[config.mk]
export PLATFORM = sky130hd
export DESIGN_NAME = date_add_subtract_days_unit_flat
export DESIGN_NICKNAME = d
export VERILOG_FILES = /design/src/hdl/dasd_pkg.sv /design/src/hdl/dasd_if.sv /design/src/hdl/date_add_subtract_days_unit.sv /design/src/flat_wrapper.sv
export SDC_FILE = /design/constraint.sdc
export NUM_CORES = 2
export LEC_CHECK = 0
export BUFFER_PORTS_ARGS = -buffer_cell sky130_fd_sc_hd__buf_2
export CAP_MARGIN = 20
export CORE_MARGIN = 2
export CORE_UTILIZATION = 55
export DETAILED_ROUTE_END_ITERATION = 10
export PLACE_DENSITY = 0.68
export SYNTH_ARGS = -nofsm -noshare
export SYNTH_HDL_FRONTEND = slang
export SYNTH_SLANG_ARGS = --single-unit
[constraint.sdc]
create_clock -name clk -period 34.1 [get_ports clk]
set_clock_uncertainty 0.1 [all_clocks]
set_input_delay 3.41 -clock clk [delete_from_list [all_inputs] [get_ports clk]]
set_output_delay 3.41 -clock clk [all_outputs]
set_load 0.05 [all_outputs]
[src/hdl/dasd_pkg.sv]
package dasd_pkg;

    // Field widths of the date words
    localparam int DAY_W    = 5;
    localparam int MONTH_W  = 4;
    localparam int YEAR_W   = 14;
    localparam int OFFSET_W = 16;
    localparam int STATUS_W = 2;

    // Day counts from 1 January of year 0
    localparam int COUNT_W = 23;

    localparam logic [YEAR_W-1:0]   EPOCH_RESET = 14'd1970;
    localparam logic [YEAR_W-1:0]   YEAR_MIN    = 14'd1000;
    localparam logic [YEAR_W-1:0]   YEAR_MAX    = 14'd9999;
    localparam int                  MAX_OFFSET  = 65535;

    typedef enum logic [STATUS_W-1:0] {
        ST_OK        = 2'd0,
        ST_BAD_DATE  = 2'd1,
        ST_RANGE     = 2'd2
    } status_t;

endpackage

[src/hdl/dasd_if.sv]
interface dasd_in_if;
    logic                                valid;
    logic                                ready;
    logic                                action;
    logic [dasd_pkg::DAY_W-1:0]          day_in;
    logic [dasd_pkg::MONTH_W-1:0]        month_in;
    logic [dasd_pkg::YEAR_W-1:0]         year_in;
    logic [dasd_pkg::OFFSET_W-1:0]       offset_days;

    modport source (output valid, action, day_in, month_in, year_in, offset_days,
                    input ready);
    modport sink   (input valid, action, day_in, month_in, year_in, offset_days,
                    output ready);
endinterface

interface dasd_out_if;
    logic                                valid;
    logic                                ready;
    logic [dasd_pkg::DAY_W-1:0]          day_out;
    logic [dasd_pkg::MONTH_W-1:0]        month_out;
    logic [dasd_pkg::YEAR_W-1:0]         year_out;
    logic [dasd_pkg::STATUS_W-1:0]       status;

    modport source (output valid, day_out, month_out, year_out, status, input ready);
    modport sink   (input valid, day_out, month_out, year_out, status, output ready);
endinterface

[src/hdl/date_add_subtract_days_unit.sv]
// Gregorian date add/subtract unit. Each request word carries a date, an action
// (0 adds, 1 subtracts) and a day offset; the response word gives the resulting
// date and a status (0 ok, 1 invalid input date, 2 subtraction result before 1
// January of epoch_year, addition result past 31 December 9999, or offset too
// large; the date is zero whenever status is not 0). The unit is a nine stage
// pipeline: it takes one word per cycle while the response side does not stall,
// and the response word is driven from the stage 9 registers. Stages are set by
// the constant-reciprocal multiplies for the century terms and the year estimate.
// Backpressure from the response side stalls the whole pipeline.
// epoch_year is written through cfg_we/cfg_wdata and resets to 1970.
module date_add_subtract_days_unit (
    input  logic                        clk,
    input  logic                        rst_n,
    input  logic                        cfg_we,
    input  logic [dasd_pkg::YEAR_W-1:0] cfg_wdata,
    dasd_in_if.sink                     req,
    dasd_out_if.source                  rsp
);

    localparam int YW = dasd_pkg::YEAR_W;
    localparam int CW = dasd_pkg::COUNT_W;
    localparam logic [CW-1:0] HI_COUNT = 23'd3652425;
    localparam logic [21:0]   YEAR_RECIP = 22'd2939785;

    // floor(y / 100) by reciprocal, exact for 14-bit y
    function automatic logic [7:0] div100(input logic [YW-1:0] y);
        logic [27:0] p;
        begin
            p = 28'(y) * 28'd5243;
            return 8'(p >> 19);
        end
    endfunction

    function automatic logic [6:0] rem100(input logic [YW-1:0] y, input logic [7:0] q);
        logic [YW-1:0] t;
        begin
            t = y - 14'(14'(q) * 14'd100);
            return t[6:0];
        end
    endfunction

    // Days from 1 January of year 0 to 1 January of year y
    function automatic logic [CW-1:0] ys_calc(input logic [YW-1:0] y, input logic [7:0] q);
        logic [7:0] c;
        logic [7:0] q4;
        begin
            c  = q + 8'(rem100(y, q) != 7'd0);
            q4 = 8'((9'(c) + 9'd3) >> 2);
            return 23'(y) * 23'd365 + 23'((15'(y) + 15'd3) >> 2) - 23'(c) + 23'(q4);
        end
    endfunction

    function automatic logic leap_calc(input logic [YW-1:0] y, input logic [7:0] q);
        begin
            return (y[1:0] == 2'd0) && ((rem100(y, q) != 7'd0) || (q[1:0] == 2'd0));
        end
    endfunction

    function automatic logic [8:0] month_start(input logic [3:0] m, input logic leap);
        logic [8:0] s;
        begin
            case (m)
                4'd1:    s = 9'd0;
                4'd2:    s = 9'd31;
                4'd3:    s = 9'd59;
                4'd4:    s = 9'd90;
                4'd5:    s = 9'd120;
                4'd6:    s = 9'd151;
                4'd7:    s = 9'd181;
                4'd8:    s = 9'd212;
                4'd9:    s = 9'd243;
                4'd10:   s = 9'd273;
                4'd11:   s = 9'd304;
                4'd12:   s = 9'd334;
                default: s = 9'd0;
            endcase
            return s + 9'((m > 4'd2) && leap);
        end
    endfunction

    function automatic logic [4:0] month_days(input logic [3:0] m, input logic leap);
        begin
            case (m)
                4'd1, 4'd3, 4'd5, 4'd7, 4'd8, 4'd10, 4'd12: return 5'd31;
                4'd4, 4'd6, 4'd9, 4'd11:                     return 5'd30;
                4'd2:                                        return leap ? 5'd29 : 5'd28;
                default:                                     return 5'd0;
            endcase
        end
    endfunction

    // Configuration register
    logic [YW-1:0] epoch_reg;

    // Stage valid bits
    logic [9:1] v_reg;
    logic       en;

    // Stage 1
    logic        s1_act_reg;
    logic [4:0]  s1_day_reg;
    logic [3:0]  s1_mon_reg;
    logic [YW-1:0] s1_year_reg;
    logic [15:0] s1_off_reg;
    logic [7:0]  s1_qy_reg, s1_qe_reg;
    logic [YW-1:0] s1_epoch_reg;
    // Stage 2
    logic        s2_act_reg;
    logic [15:0] s2_off_reg;
    logic [CW-1:0] s2_ys_reg, s2_lo_reg;
    logic [8:0]  s2_doy_reg;
    logic [1:0]  s2_st_reg;
    // Stage 3
    logic        s3_act_reg;
    logic [15:0] s3_off_reg;
    logic [CW-1:0] s3_cnt_reg, s3_lo_reg;
    logic [1:0]  s3_st_reg;
    // Stage 4
    logic [CW-1:0] s4_cnt_reg;
    logic [1:0]  s4_st_reg;
    // Stage 5
    logic [CW-1:0] s5_cnt_reg;
    logic [YW-1:0] s5_e_reg;
    logic [1:0]  s5_st_reg;
    // Stage 6
    logic [CW-1:0] s6_cnt_reg;
    logic [YW-1:0] s6_y_reg [4];
    logic [7:0]  s6_q_reg [4];
    logic [1:0]  s6_st_reg;
    // Stage 7
    logic [CW-1:0] s7_cnt_reg;
    logic [YW-1:0] s7_e_reg;
    logic [CW-1:0] s7_ys_reg [4];
    logic [1:0]  s7_st_reg;
    // Stage 8
    logic [YW-1:0] s8_y_reg;
    logic [8:0]  s8_rem_reg;
    logic        s8_leap_reg;
    logic [1:0]  s8_st_reg;
    // Stage 9 (response)
    logic [4:0]  s9_day_reg;
    logic [3:0]  s9_mon_reg;
    logic [YW-1:0] s9_year_reg;
    logic [1:0]  s9_st_reg;

    // Next values
    logic [7:0]  s1_qy_next, s1_qe_next;
    logic [CW-1:0] s2_ys_next, s2_lo_next;
    logic [8:0]  s2_doy_next;
    logic [1:0]  s2_st_next;
    logic [CW-1:0] s3_cnt_next;
    logic [CW-1:0] s4_cnt_next;
    logic [1:0]  s4_st_next;
    logic [YW-1:0] s5_e_next;
    logic [YW-1:0] s6_y_next [4];
    logic [7:0]  s6_q_next [4];
    logic [CW-1:0] s7_ys_next [4];
    logic [YW-1:0] s8_y_next;
    logic [8:0]  s8_rem_next;
    logic        s8_leap_next;
    logic [4:0]  s9_day_next;
    logic [3:0]  s9_mon_next;
    logic [YW-1:0] s9_year_next;

    // Advance the whole pipeline unless the response word is stalled
    assign en        = !v_reg[9] || rsp.ready;
    assign req.ready = en;

    // Stage 1: century quotients of the input year and the epoch
    always_comb
    begin
        s1_qy_next = div100(req.year_in);
        s1_qe_next = div100(epoch_reg);
    end

    // Stage 2: year starts of the input year and the epoch, leap rule, day of year, input check
    always_comb
    begin
        logic leap;
        logic ok;
        leap = leap_calc(s1_year_reg, s1_qy_reg);
        ok = (s1_year_reg >= dasd_pkg::YEAR_MIN) && (s1_year_reg <= dasd_pkg::YEAR_MAX)
            && (s1_mon_reg >= 4'd1) && (s1_mon_reg <= 4'd12) && (s1_day_reg != 5'd0)
            && (s1_day_reg <= month_days(s1_mon_reg, leap));
        s2_ys_next  = ys_calc(s1_year_reg, s1_qy_reg);
        s2_lo_next  = ys_calc(s1_epoch_reg, s1_qe_reg);
        s2_doy_next = month_start(s1_mon_reg, leap) + 9'(s1_day_reg) - 9'd1;
        if (!ok)
            s2_st_next = dasd_pkg::ST_BAD_DATE;
        else if (17'(s1_off_reg) > 17'(dasd_pkg::MAX_OFFSET))
            s2_st_next = dasd_pkg::ST_RANGE;
        else
            s2_st_next = dasd_pkg::ST_OK;
    end

    // Stage 3: day count of the starting date
    assign s3_cnt_next = s2_ys_reg + 23'(s2_doy_reg);

    // Stage 4: apply the offset and check the range
    always_comb
    begin
        logic [CW:0] sum;
        logic [CW:0] diff;
        logic        bad;
        sum  = {1'b0, s3_cnt_reg} + 24'(s3_off_reg);
        diff = {1'b0, s3_cnt_reg} - 24'(s3_off_reg);
        if (s3_act_reg)
        begin
            bad = (s3_cnt_reg < 23'(s3_off_reg)) || (diff[CW-1:0] < s3_lo_reg);
            s4_cnt_next = diff[CW-1:0];
        end
        else
        begin
            bad = sum >= {1'b0, HI_COUNT};
            s4_cnt_next = sum[CW-1:0];
        end
        if (s3_st_reg != dasd_pkg::ST_OK)
            s4_st_next = s3_st_reg;
        else if (bad)
            s4_st_next = dasd_pkg::ST_RANGE;
        else
            s4_st_next = dasd_pkg::ST_OK;
    end

    // Stage 5: year estimate, count * 400 / 146097
    always_comb
    begin
        logic [44:0] p;
        p = 45'(s4_cnt_reg) * 45'(YEAR_RECIP);
        s5_e_next = YW'(p >> 30);
    end

    // Stage 6: century quotients of the candidate years e-1 .. e+2
    always_comb
    begin
        for (int i = 0; i < 4; i++)
        begin
            s6_y_next[i] = s5_e_reg + YW'(i) - YW'(1);
            s6_q_next[i] = div100(s6_y_next[i]);
        end
    end

    // Stage 7: year starts of the candidates
    always_comb
    begin
        for (int i = 0; i < 4; i++)
            s7_ys_next[i] = ys_calc(s6_y_reg[i], s6_q_reg[i]);
    end

    // Stage 8: pick the year that holds the count
    always_comb
    begin
        logic [CW-1:0] base;
        logic [CW-1:0] nxt;
        if (s7_ys_reg[1] > s7_cnt_reg)
        begin
            s8_y_next = s7_e_reg - YW'(1);
            base = s7_ys_reg[0];
            nxt  = s7_ys_reg[1];
        end
        else if (s7_ys_reg[2] <= s7_cnt_reg)
        begin
            s8_y_next = s7_e_reg + YW'(1);
            base = s7_ys_reg[2];
            nxt  = s7_ys_reg[3];
        end
        else
        begin
            s8_y_next = s7_e_reg;
            base = s7_ys_reg[1];
            nxt  = s7_ys_reg[2];
        end
        s8_rem_next  = 9'(s7_cnt_reg - base);
        s8_leap_next = (nxt - base) == 23'd366;
    end

    // Stage 9: split the day of year into month and day, zero on error
    always_comb
    begin
        logic [3:0] m;
        m = 4'd1;
        for (int i = 2; i <= 12; i++)
            if (s8_rem_reg >= month_start(4'(i), s8_leap_reg))
                m = 4'(i);
        s9_mon_next  = m;
        s9_day_next  = 5'(s8_rem_reg - month_start(m, s8_leap_reg) + 9'd1);
        s9_year_next = s8_y_reg;
        if (s8_st_reg != dasd_pkg::ST_OK)
        begin
            s9_mon_next  = 4'd0;
            s9_day_next  = 5'd0;
            s9_year_next = '0;
        end
    end

    // Hold the epoch register and the valid bits
    always_ff @(posedge clk or negedge rst_n)
    begin
        if (!rst_n)
        begin
            epoch_reg <= dasd_pkg::EPOCH_RESET;
            v_reg     <= '0;
        end
        else
        begin
            if (cfg_we)
                epoch_reg <= cfg_wdata;
            if (en)
                v_reg <= {v_reg[8:1], req.valid};
        end
    end

    // Advance the payload of every stage
    always_ff @(posedge clk)
    begin
        if (en)
        begin
            s1_act_reg   <= req.action;
            s1_day_reg   <= req.day_in;
            s1_mon_reg   <= req.month_in;
            s1_year_reg  <= req.year_in;
            s1_off_reg   <= req.offset_days;
            s1_qy_reg    <= s1_qy_next;
            s1_qe_reg    <= s1_qe_next;
            s1_epoch_reg <= epoch_reg;

            s2_act_reg <= s1_act_reg;
            s2_off_reg <= s1_off_reg;
            s2_ys_reg  <= s2_ys_next;
            s2_lo_reg  <= s2_lo_next;
            s2_doy_reg <= s2_doy_next;
            s2_st_reg  <= s2_st_next;

            s3_act_reg <= s2_act_reg;
            s3_off_reg <= s2_off_reg;
            s3_cnt_reg <= s3_cnt_next;
            s3_lo_reg  <= s2_lo_reg;
            s3_st_reg  <= s2_st_reg;

            s4_cnt_reg <= s4_cnt_next;
            s4_st_reg  <= s4_st_next;

            s5_cnt_reg <= s4_cnt_reg;
            s5_e_reg   <= s5_e_next;
            s5_st_reg  <= s4_st_reg;

            s6_cnt_reg <= s5_cnt_reg;
            s6_st_reg  <= s5_st_reg;
            for (int i = 0; i < 4; i++)
            begin
                s6_y_reg[i] <= s6_y_next[i];
                s6_q_reg[i] <= s6_q_next[i];
                s7_ys_reg[i] <= s7_ys_next[i];
            end

            s7_cnt_reg <= s6_cnt_reg;
            s7_e_reg   <= s6_y_reg[1];
            s7_st_reg  <= s6_st_reg;

            s8_y_reg    <= s8_y_next;
            s8_rem_reg  <= s8_rem_next;
            s8_leap_reg <= s8_leap_next;
            s8_st_reg   <= s7_st_reg;

            s9_day_reg  <= s9_day_next;
            s9_mon_reg  <= s9_mon_next;
            s9_year_reg <= s9_year_next;
            s9_st_reg   <= s8_st_reg;
        end
    end

    // Drive the response word
    assign rsp.valid     = v_reg[9];
    assign rsp.day_out   = s9_day_reg;
    assign rsp.month_out = s9_mon_reg;
    assign rsp.year_out  = s9_year_reg;
    assign rsp.status    = s9_st_reg;

endmodule

[src/flat_wrapper.sv]
// flat-port wrapper written by rule: the top's interface ports become plain ports
module date_add_subtract_days_unit_flat 
  (clk, rst_n, cfg_we, cfg_wdata, req_valid, req_action, req_day_in, req_month_in, req_year_in, req_offset_days, req_ready, rsp_valid, rsp_day_out, rsp_month_out, rsp_year_out, rsp_status, rsp_ready);
  dasd_in_if req_i ();
  dasd_out_if rsp_i ();
  input  logic clk;
  input  logic rst_n;
  input  logic cfg_we;
  input  logic [dasd_pkg::YEAR_W-1:0] cfg_wdata;
  input wire logic [$bits(req_i.valid)-1:0] req_valid;
  input wire logic [$bits(req_i.action)-1:0] req_action;
  input wire logic [$bits(req_i.day_in)-1:0] req_day_in;
  input wire logic [$bits(req_i.month_in)-1:0] req_month_in;
  input wire logic [$bits(req_i.year_in)-1:0] req_year_in;
  input wire logic [$bits(req_i.offset_days)-1:0] req_offset_days;
  output wire logic [$bits(req_i.ready)-1:0] req_ready;
  output wire logic [$bits(rsp_i.valid)-1:0] rsp_valid;
  output wire logic [$bits(rsp_i.day_out)-1:0] rsp_day_out;
  output wire logic [$bits(rsp_i.month_out)-1:0] rsp_month_out;
  output wire logic [$bits(rsp_i.year_out)-1:0] rsp_year_out;
  output wire logic [$bits(rsp_i.status)-1:0] rsp_status;
  input wire logic [$bits(rsp_i.ready)-1:0] rsp_ready;
  assign req_i.valid = req_valid;
  assign req_i.action = req_action;
  assign req_i.day_in = req_day_in;
  assign req_i.month_in = req_month_in;
  assign req_i.year_in = req_year_in;
  assign req_i.offset_days = req_offset_days;
  assign req_ready = req_i.ready;
  assign rsp_valid = rsp_i.valid;
  assign rsp_day_out = rsp_i.day_out;
  assign rsp_month_out = rsp_i.month_out;
  assign rsp_year_out = rsp_i.year_out;
  assign rsp_status = rsp_i.status;
  assign rsp_i.ready = rsp_ready;
  date_add_subtract_days_unit u_core (.clk(clk), .rst_n(rst_n), .cfg_we(cfg_we), .cfg_wdata(cfg_wdata), .req(req_i), .rsp(rsp_i));
endmodule
## Word-level counts from Yosys, hierarchy flattened

Memory sizes are Yosys's and may differ from the RTL's. A register that Yosys moved wholly into a read port is not among the register bits.
Index checks and enable logic that the tools add are counted.

| cells by class | value |
|---|---|
| add/subtract/negate cells | 72 |
| multiply operators | 19 |
| magnitude comparators | 23 |
| equality and inequality tests | 13 |
| muxes and demuxes | 27 |
| reductions and logical operators | 25 |

Operator list:

| operator | count |
|---|---|
| 14-bit by 13-bit multiplier with 27-bit output, second input constant | 6 |
| 23-bit by 21-bit adder with 23-bit output | 6 |
| 23-bit by 7-bit adder with 23-bit output | 6 |
| 14-bit by 9-bit multiplier with 23-bit output, second input constant | 6 |
| 23-bit by 8-bit subtractor with 23-bit output | 6 |
| 23-bit 2-to-1 mux | 5 |
| 14-bit by 2-bit adder with 15-bit output, second input constant | 6 |
| 14-bit by 1-bit subtractor with 14-bit output, second input constant | 5 |
| 9-bit >= comparator | 7 |
| 8-bit by 2-bit adder with 9-bit output, second input constant | 6 |
| 8-bit by 1-bit adder with 8-bit output | 6 |
| 8-bit by 5-bit multiplier with 5-bit output, second input constant | 6 |
| 23-bit by 22-bit multiplier with 44-bit output, second input constant | 1 |
| 7-bit nonzero test | 6 |
| 7-bit subtractor | 6 |
| 8-bit by 1-bit adder with 9-bit output, first input constant | 4 |
| 14-bit by 1-bit adder with 14-bit output, second input constant | 2 |
| 14-bit by 2-bit adder with 14-bit output, second input constant | 2 |
| 14-bit 2-to-1 mux | 2 |
| 9-bit by 1-bit adder with 9-bit output, first input constant | 3 |
| 23-bit by 16-bit adder with 24-bit output | 1 |
| 24-bit by 22-bit >= comparator with 1-bit output, second input constant | 1 |
| 4-bit 2-to-1 mux | 6 |
| 23-bit by 9-bit adder with 23-bit output | 1 |
| other kinds (41) | 73 |

| storage, ports and cells | value |
|---|---|
| flip-flop bits (word level) | 411 |
| bits in writable memories | 180 |
| bits in read-only memories | 288 |
| input port bits | 59 |
| memories | 5 |

Memory list:

| memory | words | width | read ports | clocked after Yosys merged registers in | wr ports | line | RTL |
|---|---|---|---|---|---|---|---|
| (no name shown) | 16 | 9 | 1 | 0 | 0 | date_add_subtract_days_unit.sv:62 | `case (m)` |
| (no name shown) | 16 | 9 | 1 | 1 | 0 | date_add_subtract_days_unit.sv:62 |  |
| u_core.s7_ys_reg | 4 | 23 | 4 | 0 | 4 | date_add_subtract_days_unit.sv:133 | `logic [CW-1:0] s7_ys_reg [4];` |
| u_core.s6_y_reg | 4 | 14 | 4 | 0 | 4 | date_add_subtract_days_unit.sv:127 | `logic [YW-1:0] s6_y_reg [4];` |
| u_core.s6_q_reg | 4 | 8 | 4 | 0 | 4 | date_add_subtract_days_unit.sv:128 | `logic [7:0] s6_q_reg [4];` |

## Longest topological paths before layout

| depth | value |
|---|---|
| depth after elaboration | 17 |
| depth in mapped cells | 36 |

## Least setup slack after synthesis

Ideal clock, no wire load.

| timing | value |
|---|---|
| path type | input to output |
| start | input port rsp_ready |
| end | output port req_ready |
| data arrival time | 19.579 ns |
| required time | 30.590 ns |
| path slack | 11.011 ns |
| stages | 3 |
| buffers on the path | 2 |
| cells stage by stage | nand2b_1 -> clkbuf_1 -> buf_1 |

| between the ends | value |
|---|---|
| cells in the longest elaborated chain, start to end | 1 |

Ends and longest elaborated chain:

| item | line | RTL |
|---|---|---|
| start: declaration | flat_wrapper.sv:22 | `input wire logic [$bits(rsp_i.ready)-1:0] rsp_ready;` |
| 1-bit logical OR | date_add_subtract_days_unit.sv:166 | `assign en = !v_reg[9] \|\| rsp.ready;` |
| end: declaration | flat_wrapper.sv:16 | `output wire logic [$bits(req_i.ready)-1:0] req_ready;` |

Every way passes these cells.

==> metrics.txt <==
pre-CTS setup slack 25.40 ns; crit start category register; # IOs 86; Core Area 0.147 mm²; period utilization 25.3%; post-route ant nets 0; DP HPWL 151 mm; Clock Pin Slew Worst Setup and Hold Paths 0.06 ns; Worst Hold Path EP u_core.s2_off_reg[8]; EDFF count, synth 564; post-synth net total 10359; Slew headroom 28.4%; vias per inst 5.24; Synth cell types 88; Setup CP Type reg -> reg; post-synthesis cell count 7678; drt drc 0; largest net degree at the start of global routing 169; synthesized flop and latch total 596; Top FF cell, synth edfxtp_1; CTS sink cnt 596; Final Net Count 10507; Post-Route Setup TNS 0 ns; Final WS setup 25.48 ns; post-CTS resize count 0; DR pass1 iterations 7; area delta synth->final 6.88%; Initial Util 55.3%; synth top area cells fa_1 26%, ha_1 24%, edfxtp_1 21%; max reg flops 92; terminus of the critical flop-to-flop path u_core.s6_q_reg[0][7]; CTS buffer count 75; CP required 34.42 ns; dominant cell type by area after synthesis fa_1; DRT iter0 DRCs 2116; Routed WL per cell 18.1 µm; mapped cell area 0.0814 mm²; worst slew pin tran 1.07 ns; GR Overflow Total 0; row cnt 141; most common cell in the synthesized netlist inv_1; hold path startpoint u_core.s1_off_reg[8]; Fin. Hold Viols 0; RD Place Congestion 0.932; htree depth 3; r2r worst-path depth 25; R2R setup slack 25.48 ns; Slew Limit Fails 0; Clock Path Buffers 3; Yosys warnings 0; min cycle time layout 8.62 ns; hold path cells 0; status complete, no violations; Yosys top cell area share 25.9%; Via Count 51490; worst-skew pair later-pin latency 0.68 ns; Max Fclk 0.116 GHz; Hold WC Path Type reg -> reg; port bufs 85; # Post-CTS Setup Buffers 0; first-pass GRT wire length 292 mm; DIE AREA 0.151 mm²; RSZ-0062 raised after global routing no; share of layout cells above drive strength 1 3.93%; top cells by count, synth 2014 x inv_1, 1570 x ha_1, 1052 x fa_1; total of fill cells in the finished design 12341; Die Span X 389 µm; final WL 177 mm; # diodes 0; number of global-route vias before repair 55579; Hold-fix buffers, CTS 0; Worst EP arrival 8.95 ns; asr flop ratio synth 3.86%; Crit. End Element register; Critical R2R Launch u_core.s5_e_reg[1]; Max FO, Critical Path 15; synthesized area per cell 10.6 µm²; sequential fraction of the synthesis area 21.7%; DIE HEIGHT 389 µm; GRT Resource Usage Total 24.4%; CTS tree built; CTS Root Cell clkbuf_16; initial antenna violation count 0; final setup vio count 0; max_cap viols 0
[kinds of logic (layout without fill, tap and decap cells)]
kind of cell             after synthesis  count (layout)  synth area share (%)
adder cells (fa/ha/maj)             2622            2622                  50.0
buffers and inverters               2078            2288                  9.61
AND/OR/NAND/NOR                     1004            1004                  6.00
AO/OA/AOI/OAI                        805             805                  6.35
flip-flops                           596             596                  21.7
XOR/XNOR                             505             505                  5.43
multiplexers                          68              68                 0.858
[area by class of cell]
cell class | instances | area (µm²) | share of cell area, %
clock inverter | 49 | 589 | 0.677
sequential | 596 | 17700 | 20.3
multi-input combinational | 5004 | 55900 | 64.3
clock buffer | 90 | 1990 | 2.29
timing repair buffer | 133 | 831 | 0.955
tap | 1930 | 2410 | 2.78
inverter | 2016 | 7570 | 8.70
[worst max-delay path: stages, from the launching register on]
cell and delay (ns):
edfxtp_1 0.66, inv_1 0.40, ha_1 0.31, a21boi_0 0.79, nand4_1 0.26, nor2_1 0.22, nand2_1 0.10, xnor2_1 0.69
ha_1 0.38, ha_1 0.31, inv_1 0.06, fa_1 0.54, inv_1 0.06, fa_1 0.48, fa_1 0.50, ha_1 0.21
or4_1 0.53, a21oi_1 0.15, o31a_1 0.17, o221ai_1 0.17, and2_1 0.22, o21a_1 0.21, o21a_1 0.24, o41ai_2 0.33
o21bai_1 0.14, xnor2_1 0.14
[cells in the final DEF, fill, tap and decap left out, types with 76 or more instances in the layout]
master and count:
inv_1 2014, ha_1 1570, fa_1 1052, edfxtp_1 564
xnor2_1 377, nor2_1 296, a21oi_1 264, nand2_1 194
o21ai_0 136, xor2_1 128, nand3_1 126, a21o_1 98
buf_2 85, clkbuf_16 76
[per-stage QoR]
stage / utilization, % / instances / hold slack [ns] / instance area [µm²]
2_1_floorplan: - / 7678 / 0.300 / 81400
3_3_place_gp: 57.3 / 9675 / 0.301 / 84400
3_5_place_dp: 57.3 / 9675 / 0.305 / 84400
4_1_cts: 59.0 / 9814 / 0.298 / 87000
5_1_grt: 59.1 / 9818 / 0.319 / 87000
6_report: 59.1 / 9818 / 0.308 / 87000
[how the worst max path moves through the flow]
stage                       startpoint                    end  slack [ns]  cells after the start
finish              u_core.s5_e_reg[1]  u_core.s6_q_reg[0][7]       25.48                     25
global route        u_core.s5_e_reg[1]  u_core.s6_q_reg[0][7]       24.96                     25
CTS                 u_core.s5_e_reg[1]  u_core.s6_q_reg[0][7]       25.36                     25
detailed placement      req_year_in[8]    u_core.s1_qy_reg[7]       25.40                     21
global placement        req_year_in[8]    u_core.s1_qy_reg[7]       25.46                     21
floorplan                    rsp_ready              req_ready       11.01                      3
[metal layers]
layer,up-vias,GRT usage (%),part of all wire [%]
li1,24993,-,-
met1,25425,30.8,43
met2,783,43.5,50
met3,289,2.47,2.9
met4,0,8.89,4.0
met5,-,0,0
Power is not shown: default switching activity piles up to over one toggle a cycle in this logic, so the estimate is an artifact.
